File: src/rtl/abfsa_pkg.sv
// Package: field widths, constants and shared types of the A/B feed sequence arbiter.
`default_nettype none

package abfsa_pkg;

	localparam int SEQ_W        = 32;
	localparam int HANDLE_W     = 16;
	localparam int LEN_W        = 11;
	localparam int HELD_COUNT_W = 7;
	localparam int DROP_W       = 32;
	localparam int PAYLOAD_W    = HANDLE_W + LEN_W;

	localparam logic [DROP_W-1:0] DROP_MAX = '1;

	// request classification against the next expected number
	typedef struct packed {
		logic is_next;
		logic is_old;
		logic is_far;
	} seq_class_t;

endpackage

`default_nettype wire

File: src/rtl/abfsa_if.sv
// Interfaces: arrival channel and delivery channel of the A/B feed sequence arbiter.
`default_nettype none

interface abfsa_in_if import abfsa_pkg::*; ();
	logic                valid;
	logic                ready;
	logic [SEQ_W-1:0]    seq_num;
	logic [HANDLE_W-1:0] payload_handle;
	logic [LEN_W-1:0]    payload_len;

	modport source (output valid, output seq_num, output payload_handle, output payload_len,
		input ready);
	modport sink (input valid, input seq_num, input payload_handle, input payload_len,
		output ready);
endinterface

interface abfsa_out_if import abfsa_pkg::*; ();
	logic                    valid;
	logic                    ready;
	logic [SEQ_W-1:0]        out_seq;
	logic [HANDLE_W-1:0]     out_handle;
	logic [LEN_W-1:0]        out_len;
	logic                    last_of_run;
	logic [HELD_COUNT_W-1:0] held_count;
	logic [DROP_W-1:0]       drop_total;

	modport source (output valid, output out_seq, output out_handle, output out_len,
		output last_of_run, output held_count, output drop_total, input ready);
	modport sink (input valid, input out_seq, input out_handle, input out_len,
		input last_of_run, input held_count, input drop_total, output ready);
endinterface

`default_nettype wire

File: src/rtl/abfsa_ram.sv
// Generic single-port-write, single-port-read RAM with registered read data.
`default_nettype none

module abfsa_ram #(
	parameter int WIDTH = 27,
	parameter int DEPTH = 64
) (
	input  wire logic                     clk,
	input  wire logic                     we,
	input  wire logic [$clog2(DEPTH)-1:0] waddr,
	input  wire logic [WIDTH-1:0]         wdata,
	input  wire logic                     re,
	input  wire logic [$clog2(DEPTH)-1:0] raddr,
	output logic      [WIDTH-1:0]         rdata
);

	logic [WIDTH-1:0] mem_q [DEPTH];

	always_ff @(posedge clk) begin
		if (we) begin
			mem_q[waddr] <= wdata;
		end
		if (re) begin
			rdata <= mem_q[raddr];
		end
	end

endmodule

`default_nettype wire

File: src/rtl/abfsa_classify.sv
// Sequence classifier: compares a request number against the next expected number.
`default_nettype none

module abfsa_classify import abfsa_pkg::*; #(
	parameter int SEQ_BITS     = 32,
	parameter int WINDOW_SLOTS = 64
) (
	input  wire logic [SEQ_BITS-1:0] seq,
	input  wire logic [SEQ_BITS-1:0] next_exp,
	output seq_class_t               cls
);

	logic [SEQ_BITS-1:0] seq_gap;

	assign seq_gap = seq - next_exp;

	always_comb begin
		cls.is_next = (seq == next_exp);
		cls.is_old  = (seq < next_exp);
		cls.is_far  = !cls.is_next && !cls.is_old && (seq_gap >= SEQ_BITS'(WINDOW_SLOTS));
	end

endmodule

`default_nettype wire

File: src/rtl/ab_feed_sequence_arbiter.sv
// Top level: A/B feed sequence arbiter with a reorder ring held in RAM.
// Flow: a request is registered in IDLE and classified in CLASS; an in-order request
// drives its first delivery from CLASS into the output register when it can emit.
// Held messages then drain from DRAIN, one payload RAM read per delivery; requests are
// taken only in IDLE, and output backpressure stalls both CLASS and the drain.
// Reset: next expected number 1, ring valid bits, held and drop counts cleared at once.
`default_nettype none

module ab_feed_sequence_arbiter import abfsa_pkg::*; #(
	parameter int WINDOW_SLOTS = 64,
	parameter int SEQ_BITS     = 32
) (
	input  wire logic             clk,
	input  wire logic             arst_n,
	input  wire logic             cfg_we,
	input  wire logic [SEQ_W-1:0] cfg_wdata,
	abfsa_in_if.sink              in_ch,
	abfsa_out_if.source           out_ch
);

	localparam int IDX_W  = $clog2(WINDOW_SLOTS);
	localparam int HELD_W = $clog2(WINDOW_SLOTS + 1);

	typedef enum logic [1:0] {
		ST_IDLE,
		ST_CLASS,
		ST_DRAIN
	} state_t;

	state_t state_q;

	logic [SEQ_BITS-1:0]     ne_q;
	logic [SEQ_BITS-1:0]     seq_q;
	logic [HANDLE_W-1:0]     handle_q;
	logic [LEN_W-1:0]        len_q;
	logic [WINDOW_SLOTS-1:0] valid_q;
	logic [HELD_W-1:0]       held_q;
	logic [DROP_W-1:0]       drop_q;

	logic                    out_valid_q;
	logic [SEQ_W-1:0]        out_seq_q;
	logic [HANDLE_W-1:0]     out_handle_q;
	logic [LEN_W-1:0]        out_len_q;
	logic                    out_last_q;
	logic [HELD_COUNT_W-1:0] out_held_q;
	logic [DROP_W-1:0]       out_drop_q;

	logic [SEQ_BITS+SEQ_W-1:0] seq_ext;
	logic [SEQ_BITS+SEQ_W-1:0] cfg_ext;
	logic [SEQ_BITS+SEQ_W-1:0] ne_ext;
	logic [SEQ_BITS-1:0]       seq_in;
	logic [SEQ_BITS-1:0]       cfg_seq;
	logic [SEQ_BITS-1:0]       ne_inc;
	logic [IDX_W-1:0]          nxt_idx;
	logic [IDX_W-1:0]          seq_idx;
	logic [IDX_W-1:0]          cur_idx;
	logic [HELD_W-1:0]         held_dec;
	logic [HELD_W-1:0]         held_after;
	logic                      can_emit;
	logic                      run_last;
	logic                      emit;
	logic                      store;
	logic [PAYLOAD_W-1:0]      rd_data;
	logic [HANDLE_W-1:0]       emit_handle;
	logic [LEN_W-1:0]          emit_len;
	seq_class_t                cls;

	// numbers are taken modulo 2^SEQ_BITS in both directions
	assign seq_ext = {{SEQ_BITS{1'b0}}, in_ch.seq_num};
	assign cfg_ext = {{SEQ_BITS{1'b0}}, cfg_wdata};
	assign ne_ext  = {{SEQ_W{1'b0}}, ne_q};
	assign seq_in  = seq_ext[SEQ_BITS-1:0];
	assign cfg_seq = cfg_ext[SEQ_BITS-1:0];

	assign ne_inc   = ne_q + SEQ_BITS'(1);
	assign nxt_idx  = ne_inc[IDX_W-1:0];
	assign seq_idx  = seq_q[IDX_W-1:0];
	assign cur_idx  = ne_q[IDX_W-1:0];
	assign held_dec = held_q - HELD_W'(1);

	abfsa_classify #(
		.SEQ_BITS     (SEQ_BITS),
		.WINDOW_SLOTS (WINDOW_SLOTS)
	) u_classify (
		.seq      (seq_q),
		.next_exp (ne_q),
		.cls      (cls)
	);

	always_comb begin
		can_emit   = !out_valid_q || out_ch.ready;
		held_after = (state_q == ST_DRAIN) ? held_dec : held_q;
		run_last   = (held_after == '0) || !valid_q[nxt_idx];
		emit       = 1'b0;
		store      = 1'b0;
		case (state_q)
			ST_CLASS: begin
				emit  = cls.is_next && can_emit;
				store = !cls.is_next && !cls.is_old && !cls.is_far && !valid_q[seq_idx];
			end
			ST_DRAIN: begin
				emit = can_emit;
			end
			default: begin
				emit  = 1'b0;
				store = 1'b0;
			end
		endcase
		if (state_q == ST_DRAIN) begin
			emit_handle = rd_data[PAYLOAD_W-1:LEN_W];
			emit_len    = rd_data[LEN_W-1:0];
		end else begin
			emit_handle = handle_q;
			emit_len    = len_q;
		end
	end

	// read of the following slot is issued with each delivery
	abfsa_ram #(
		.WIDTH (PAYLOAD_W),
		.DEPTH (WINDOW_SLOTS)
	) u_ring (
		.clk   (clk),
		.we    (store),
		.waddr (seq_idx),
		.wdata ({handle_q, len_q}),
		.re    (emit),
		.raddr (nxt_idx),
		.rdata (rd_data)
	);

	always_ff @(posedge clk or negedge arst_n) begin
		if (!arst_n) begin
			state_q     <= ST_IDLE;
			ne_q        <= SEQ_BITS'(1);
			valid_q     <= '0;
			held_q      <= '0;
			drop_q      <= '0;
			out_valid_q <= 1'b0;
		end else begin
			if (emit) begin
				out_valid_q  <= 1'b1;
				out_seq_q    <= ne_ext[SEQ_W-1:0];
				out_handle_q <= emit_handle;
				out_len_q    <= emit_len;
				out_last_q   <= run_last;
				out_held_q   <= HELD_COUNT_W'(held_after);
				out_drop_q   <= drop_q;
				ne_q         <= ne_inc;
			end else if (out_ch.ready) begin
				out_valid_q <= 1'b0;
			end
			case (state_q)
				ST_IDLE: begin
					if (cfg_we) begin
						ne_q    <= cfg_seq;
						valid_q <= '0;
						held_q  <= '0;
						drop_q  <= '0;
					end
					if (in_ch.valid) begin
						seq_q    <= seq_in;
						handle_q <= in_ch.payload_handle;
						len_q    <= in_ch.payload_len;
						state_q  <= ST_CLASS;
					end
				end
				ST_CLASS: begin
					if (cls.is_next) begin
						if (can_emit) begin
							state_q <= run_last ? ST_IDLE : ST_DRAIN;
						end
					end else begin
						if (cls.is_far && drop_q != DROP_MAX) begin
							drop_q <= drop_q + DROP_W'(1);
						end
						if (store) begin
							valid_q[seq_idx] <= 1'b1;
							held_q           <= held_q + HELD_W'(1);
						end
						state_q <= ST_IDLE;
					end
				end
				ST_DRAIN: begin
					if (can_emit) begin
						valid_q[cur_idx] <= 1'b0;
						held_q           <= held_dec;
						state_q          <= run_last ? ST_IDLE : ST_DRAIN;
					end
				end
				default: begin
					state_q <= ST_IDLE;
				end
			endcase
		end
	end

	assign in_ch.ready        = (state_q == ST_IDLE);
	assign out_ch.valid       = out_valid_q;
	assign out_ch.out_seq     = out_seq_q;
	assign out_ch.out_handle  = out_handle_q;
	assign out_ch.out_len     = out_len_q;
	assign out_ch.last_of_run = out_last_q;
	assign out_ch.held_count  = out_held_q;
	assign out_ch.drop_total  = out_drop_q;

	a_held_matches_valid: assert property (@(posedge clk) disable iff (!arst_n)
		$countones(valid_q) == int'(held_q))
		else $error("held count disagrees with ring valid bits");

	a_held_bound: assert property (@(posedge clk) disable iff (!arst_n)
		int'(held_q) <= WINDOW_SLOTS)
		else $error("held count exceeds ring size");

	a_drain_slot_valid: assert property (@(posedge clk) disable iff (!arst_n)
		state_q == ST_DRAIN |-> valid_q[cur_idx] && held_q != '0)
		else $error("drain of an empty slot");

	a_run_continues: assert property (@(posedge clk) disable iff (!arst_n)
		out_valid_q && !out_last_q |-> state_q == ST_DRAIN)
		else $error("unfinished run without drain");

	a_no_store_in_drain: assert property (@(posedge clk) disable iff (!arst_n)
		store |-> state_q == ST_CLASS && !emit)
		else $error("ring write overlaps a delivery");

endmodule

`default_nettype wire
File: src/flat_wrapper.sv
// flat-port wrapper written by rule: the top's interface ports become plain ports
module ab_feed_sequence_arbiter_flat import abfsa_pkg::*;
#(
	parameter int WINDOW_SLOTS = 64,
	parameter int SEQ_BITS     = 32
)
  (clk, arst_n, cfg_we, cfg_wdata, in_ch_valid, in_ch_seq_num, in_ch_payload_handle, in_ch_payload_len, in_ch_ready, out_ch_valid, out_ch_out_seq, out_ch_out_handle, out_ch_out_len, out_ch_last_of_run, out_ch_held_count, out_ch_drop_total, out_ch_ready);
  abfsa_in_if in_ch_i ();
  abfsa_out_if out_ch_i ();
  input  wire logic clk;
  input  wire logic arst_n;
  input  wire logic cfg_we;
  input  wire logic [SEQ_W-1:0] cfg_wdata;
  input wire logic [$bits(in_ch_i.valid)-1:0] in_ch_valid;
  input wire logic [$bits(in_ch_i.seq_num)-1:0] in_ch_seq_num;
  input wire logic [$bits(in_ch_i.payload_handle)-1:0] in_ch_payload_handle;
  input wire logic [$bits(in_ch_i.payload_len)-1:0] in_ch_payload_len;
  output wire logic [$bits(in_ch_i.ready)-1:0] in_ch_ready;
  output wire logic [$bits(out_ch_i.valid)-1:0] out_ch_valid;
  output wire logic [$bits(out_ch_i.out_seq)-1:0] out_ch_out_seq;
  output wire logic [$bits(out_ch_i.out_handle)-1:0] out_ch_out_handle;
  output wire logic [$bits(out_ch_i.out_len)-1:0] out_ch_out_len;
  output wire logic [$bits(out_ch_i.last_of_run)-1:0] out_ch_last_of_run;
  output wire logic [$bits(out_ch_i.held_count)-1:0] out_ch_held_count;
  output wire logic [$bits(out_ch_i.drop_total)-1:0] out_ch_drop_total;
  input wire logic [$bits(out_ch_i.ready)-1:0] out_ch_ready;
  assign in_ch_i.valid = in_ch_valid;
  assign in_ch_i.seq_num = in_ch_seq_num;
  assign in_ch_i.payload_handle = in_ch_payload_handle;
  assign in_ch_i.payload_len = in_ch_payload_len;
  assign in_ch_ready = in_ch_i.ready;
  assign out_ch_valid = out_ch_i.valid;
  assign out_ch_out_seq = out_ch_i.out_seq;
  assign out_ch_out_handle = out_ch_i.out_handle;
  assign out_ch_out_len = out_ch_i.out_len;
  assign out_ch_last_of_run = out_ch_i.last_of_run;
  assign out_ch_held_count = out_ch_i.held_count;
  assign out_ch_drop_total = out_ch_i.drop_total;
  assign out_ch_i.ready = out_ch_ready;
  ab_feed_sequence_arbiter #(.WINDOW_SLOTS(WINDOW_SLOTS), .SEQ_BITS(SEQ_BITS)) u_core (.clk(clk), .arst_n(arst_n), .cfg_we(cfg_we), .cfg_wdata(cfg_wdata), .in_ch(in_ch_i), .out_ch(out_ch_i));
endmodule
File: config.mk
export PLATFORM = sky130hd
export DESIGN_NAME = ab_feed_sequence_arbiter_flat
export DESIGN_NICKNAME = d
export VERILOG_FILES = /design/src/rtl/abfsa_pkg.sv /design/src/rtl/abfsa_if.sv /design/src/rtl/abfsa_ram.sv /design/src/rtl/abfsa_classify.sv /design/src/rtl/ab_feed_sequence_arbiter.sv /design/src/flat_wrapper.sv
export SDC_FILE = /design/constraint.sdc
export NUM_CORES = 2
export LEC_CHECK = 0
export BUFFER_PORTS_ARGS = -buffer_cell sky130_fd_sc_hd__buf_2
export CAP_MARGIN = 20
export CORE_MARGIN = 2
export CORE_UTILIZATION = 37
export DETAILED_ROUTE_END_ITERATION = 12
export GPL_TIMING_DRIVEN = 0
export HOLD_SLACK_MARGIN = 0.03
export SLEW_MARGIN = 20
export SYNTH_ARGS = -nofsm -noshare
export SYNTH_HDL_FRONTEND = slang
export SYNTH_SLANG_ARGS = --single-unit
export TNS_END_PERCENT = 50
File: constraint.sdc
create_clock -name clk -period 8.3 [get_ports clk]
set_clock_uncertainty 0.2 [all_clocks]
set_input_delay 1.245 -clock clk [delete_from_list [all_inputs] [get_ports clk]]
set_output_delay 1.245 -clock clk [all_outputs]
set_load 0.03 [all_outputs]
* Word level (Yosys, flattened, before mapping)
Memories as Yosys holds them, arrays and structs flattened. A register that Yosys moved wholly into a read port is not among the register bits.
Cells that the tools add are included.
** Storage, ports and cells
- Flip-flop bits (word level) :: 296
- Bits in writable memories :: 1728
- Logic and storage cells :: 105
- Memories :: 1
** Cells by class
- Add/sub/neg operators :: 5
- $lt $le $gt $ge :: 7
- Eq/ne operators :: 10
- Multiplexer cells :: 39
- Bitwise logic cells :: 3
- Reduce and logical (&&, ||, !) cells :: 25
** Memories
- u_core.u_ring.mem_q :: words 64, width 27, rd ports 1, clocked after Yosys merged registers in 1, wr ports 1, line abfsa_ram.sv:17 : logic [WIDTH-1:0] mem_q [DEPTH];
** Operators by type and width (number)
- $mux W64 :: 4
- $mux W32 :: 6
- $pmux W64 S3 :: 1
- $add A32 B1 Y32 const B :: 2
- $and A64 B64 Y64 :: 1
- $not A64 Y64 :: 1
- $or A64 B64 Y64 :: 1
- $pmux W32 S2 :: 1
- $mux W7 :: 5
- $eq A32 B32 Y1 :: 1
- $ge A32 B7 Y1 const B :: 1
- $lt A32 B32 Y1 :: 1
- $ne A32 B32 Y1 const B :: 1
- $sub A32 B32 Y32 :: 1
- $lt A6 B7 Y1 const B :: 3
- $pmux W7 S3 :: 1
- $mux W16 :: 1
- $bmux W1 S6 :: 2
- $demux W1 S6 :: 2
- $ge A6 B1 Y1 const B :: 2
- $mux W11 :: 1
- $mux W1 :: 9
- $logic_and A1 B1 Y1 :: 8
- $mux W2 :: 4
- 18 further kinds :: 29

* Depth between registers and ports, before layout
- Word-level depth :: 11
- Mapped depth :: 17
- Mapped depth without buffers :: 14

* Hierarchy
From an unflattened synthesis, not the netlist that was laid out.
** Second synthesis, totals
- Cell total of the unflattened synthesis :: 4629
- Area, all modules :: 83651.5 µm²
** Modules (own cells, without submodules)
- abfsa_ram :: instances 1, cells each 3002, area each 66887.9 µm², seq. area each 52700.5 µm²
- ab_feed_sequence_arbiter :: instances 1, cells each 1319, area each 14770.4 µm², seq. area each 8199.1 µm²
- abfsa_classify :: instances 1, cells each 308, area each 1993.2 µm², seq. area each 0.0 µm²

* Worst setup path after synthesis
OpenSTA, ideal clock, no wires.
- Path type :: register to register
- Start :: register u_core.ne_q[5]
- End :: register u_core.out_drop_q[0] (netlist: u_core.out_ch.drop_total[0]), enable pin
- Setup time :: 0.468 ns
- Arrival time :: 5.236 ns
- Data required time :: 7.632 ns
- Path slack :: 2.395 ns
- Stages on the path, launching flop included :: 12
- Path buffers :: 3
- Period minus slack after synthesis :: 5.905 ns
- Cell sequence :: dfrtp_1 clkbuf_1 inv_1 ha_1 buf_2 nand4_1 nor4_1 a31oi_1 or2_1 clkbuf_1 inv_1 and2_1
** On the way
- Longest elaborated chain between the ends :: 4
** RTL lines
- from (decl) :: line ab_feed_sequence_arbiter.sv:32 : logic [SEQ_BITS-1:0] ne_q;
- from (signal assigned) :: line ab_feed_sequence_arbiter.sv:149 : ne_q <= ne_inc;
- from (signal assigned) :: line ab_feed_sequence_arbiter.sv:156 : ne_q <= cfg_seq;
- $eq A32 B32 Y1 :: line abfsa_classify.sv:18 : cls.is_next = (seq == next_exp);
- $logic_and A1 B1 Y1 :: line ab_feed_sequence_arbiter.sv:98 : emit = cls.is_next && can_emit;
- $pmux W1 S2 :: line ab_feed_sequence_arbiter.sv:96 : case (state_q)
- named net u_core.emit :: line ab_feed_sequence_arbiter.sv:61 : logic emit;
- $reduce_and A2 Y1 (no line)
- to (signal assigned) :: line ab_feed_sequence_arbiter.sv:148 : out_drop_q <= drop_q;
- to (decl) :: line ab_feed_sequence_arbiter.sv:46 : logic [DROP_W-1:0] out_drop_q;
The timed path passes the listed nets, and every way through them passes these cells.
A chain may end at the register's enable or synchronous reset.

* Worst setup path after layout
- Start :: register u_core.ne_q[5]
- End :: memory u_core.u_ring.mem_q[2][19], enable pin
** On the way
- Longest elaborated chain between the ends :: 10
- Elaborated cells between the ends (all ways) :: 14
- Those cells by class :: 1 x add/sub; 2 x order compare; 1 x eq/ne; 3 x mux; 7 x reduce/logical
** RTL lines
- parallel branches: the longest is 5 deep, another holds $sub A32 B32 Y32
- $logic_and A1 B1 Y1 (*) (2 in a row) :: line ab_feed_sequence_arbiter.sv:99 : store = !cls.is_next && !cls.is_old && !cls.is_far && !valid_q[seq_idx];
- $mux W1 (*) :: line ab_feed_sequence_arbiter.sv:96
- $mux W1 (*) :: line abfsa_ram.sv:20 : if (we) begin
- $mux W1 (not written as such) (*) :: line abfsa_ram.sv:21 : mem_q[waddr] <= wdata;
- to (decl) :: line abfsa_ram.sv:17
Mark *: on every way between the ends.

==> results.py <==
metrics = {
    "logic_synthesis": {
        "synth_edf_count": 1913,
        "synth_cells": 4158,
        "syn_area_per_cell_sq_um": 19.9,
        "synth-seq-area-share_pct": 73.6,
        "synth_ff_type": "edfxtp_1",
        "syn-cell-area_sq_um": 82700,
        "ys_ff_latch": 2051,
        "ys_warn_count": 0,
        "synthArstFlopShare_pct": 6.73,
        "synthDistinctLibCells": 83,
        "syn_nets": 4295,
    },
    "clocking": {
        "root_buffer": "clkbuf_16",
        "cts_resized": 0,
        "cts_buffers": 205,
        "clk-insertion-delay-late_ns": 0.85,
        "cts_setup_buffers": 0,
        "cts_max_path_buffers": 3,
        "clk_pin_slew_ns": 0.06,
        "cts_tree": "done",
        "htree_levels": 4,
        "cts_num_sinks": 2051,
        "postCtsHoldBufs": 0,
    },
    "placed_design": {
        "io_buffers": 196,
        "placed_cells": 7490,
        "gp_congestion": 0.886,
        "place_ws_ns": 0.775,
        "dpl.hpwl_mm": 164,
        "placed_area_sq_um": 91200,
    },
    "floorplan": {
        "io_pins": 197,
        "dieArea_sq_um": 227000,
        "start_util_pct": 37.2,
        "core-area_sq_um": 222000,
        "die_h_microns": 477,
        "dieWidth_microns": 477,
        "fp-row-count": 173,
    },
    "global_routing": {
        "antenna_found_initial": 13,
        "grt-ovfl-total": 0,
        "grt_pass1_wl_mm": 332,
        "grt_pass1_vias": 44600,
        "grt_max_degree": 89,
        "gr-usage-all-layers_pct": 20.3,
    },
    "sta": {
        "tns_ns": 0,
        "drv_slew": 0,
        "slew_headroom_pct": 18.5,
        "post-route-min-period_ns": 7.53,
        "finalSetupViolations": 0,
        "hold_violations": 0,
        "fin_crit_sh_pct": 90.7,
        "worstMarginPinSlew_ns": 1.21,
        "fmax_ghz": 0.133,
        "rsz0062_at_grt": "false",
        "layout_setup_ws_ns": 0.770,
    },
    "setup_path": {
        "worstPathArrival_ns": 7.87,
        "worst-setup-path-type": "reg -> reg",
        "cp-start-kind": "register",
        "worstSetupEndpointType": "register",
        "critPathMaxFanout": 15,
        "required_ns": 8.64,
    },
    "drt": {
        "drt_pass1_iterations": 8,
        "routed_wl_mm": 233,
        "via_count": 44300,
        "antenna_left": 0,
        "wl_per_cell_microns": 29.6,
        "drtIter0Drc": 5160,
        "drc": 0,
        "avgViaCountPerCell": 5.62,
    },
    "final_layout": {
        "final_cell_mix": "edfxtp_1 (1913), mux4_2 (588), buf_2 (238)",
        "area_growth_pct": 18.2,
        "stdcell_area_sq_um": 97800,
        "instances_no_fill": 7882,
        "layout_commonest_cell": "edfxtp_1",
        "nets": 4861,
        "layout-drive-gt1-share_pct": 29.4,
    },
    "worst_hold_path": {
        "min_path_type": "in -> async",
    },
    "pwr": {
        "irDropWorstVdd_v": 0.000249,
        "cellPowerDensity_nw_per_um2": 351,
        "p_leak_nw": 31.2,
    },
    "run_status": {
        "status": "finished clean",
    },
    "run": {
        "cap_viol_max_count": 0,
    },
}
[area by class of cell]
cell class	instances	area, sq um
Sequential cell	2051	60900
Timing Repair Buffer	359	4230
Antenna cell	9	22.5
Inverter	63	239
Tap cell	2975	3720
Clock inverter	127	1070
Clock buffer	254	5420
Multi-Input combinational cell	1797	21100
Fill cell	18900	125000
Buffer	247	1040
[path summary, 6_finish.rpt]
path                           startpoint                          to  slack, ns  cells past startpoint
max                        u_core.ne_q[5]  u_core.u_ring.mem_q[2][19]       0.77                     16
min                                arst_n           u_core.drop_q[17]       0.12                      1
max reg2reg                u_core.ne_q[5]  u_core.u_ring.mem_q[2][19]       0.77                     16
min reg2reg                u_core.ne_q[2]    u_core.out_ch.out_seq[2]       0.25                      0
max in group asynchronous          arst_n          u_core.valid_q[16]       6.93                      2
min in group clk           u_core.ne_q[2]    u_core.out_ch.out_seq[2]       0.25                      0
[per-stage QoR]
step,util (%),hold WS [ns],power [W]
2_1_floorplan,-,0.223,0.0199
3_3_place_gp,39.3,0.232,0.0253
3_5_place_dp,41.0,0.234,0.0256
4_1_cts,44.0,0.0744,0.0346
5_1_grt,44.0,0.112,0.0354
6_report,44.0,0.119,0.0343
[routing by layer]
layer | vias up | global-route usage [%] | share of wire, %
met3 | 358 | 3.98 | 7.3
li1 | 18400 | - | -
met2 | 1891 | 33.7 | 49
met1 | 23600 | 27.1 | 40
met4 | 6 | 6.06 | 3.0
met5 | - | 0 | 0.017
[critical path: stages, from the launching register on]
cell       delay [ns]
dfrtp_1          0.35
clkbuf_1         0.39
inv_1            0.22
ha_1             0.31
buf_2            0.17
a21o_1           0.22
a2111o_1         0.38
o32ai_1          0.27
mux2_2           0.37
a2111oi_0        0.61
o211ai_1         0.20
a2111oi_1        0.76
nand3_2          0.38
nor2_2           0.56
nand2_1          0.74
nor2_4           0.81
buf_16           0.24
[kinds of logic after synthesis]
| logic type | after synthesis | share of synthesized area, % |
|---|---|---|
| flip-flops | 2051 | 73.6 |
| multiplexers | 630 | 16.6 |
| AND/OR/NAND/NOR | 533 | 3.10 |
| AO/OA/AOI/OAI | 522 | 3.84 |
| buffers and inverters | 310 | 1.49 |
| XOR/XNOR | 71 | 0.752 |
| adder cells (fa/ha/maj) | 41 | 0.620 |
[synth_stat cells (all sizes together) (24+ instances only)]
cell type | count | area share, %
mux2 | 31 | 0.42
edfxtp | 1913 | 69
mux4 | 588 | 16
o21ai | 136 | 0.82
xnor2 | 49 | 0.52
a22oi | 27 | 0.25
nand4 | 44 | 0.35
a21oi | 164 | 1.0
nor3 | 36 | 0.23
nor2 | 137 | 0.62
nand2 | 171 | 0.78
and3 | 24 | 0.18
clkbuf | 156 | 0.71
a31oi | 75 | 0.57
dfrtp | 137 | 4.1
nand3 | 42 | 0.26
inv | 62 | 0.28
ha | 41 | 0.62
buf | 91 | 0.49
[state kept, by name (all words and copies together), names as in the netlist, 27 cells and up]
signal,flops
u_core.ne_q,32
u_core.u_ring.mem_q,1728
u_core.seq_q,32
u_core.out_ch.drop_total,32
u_core.drop_q,32
u_core.valid_q,64
u_core.out_ch.out_seq,32
u_core.u_ring.rdata,27
[report_power, final]
part / switching [W] / internal (W)
Clock: 0.00401 / 0.00499
Combinational: 0.00806 / 0.00540
Sequential: 0.000193 / 0.0117
Note: power is estimated with default switching activity, not from simulation.
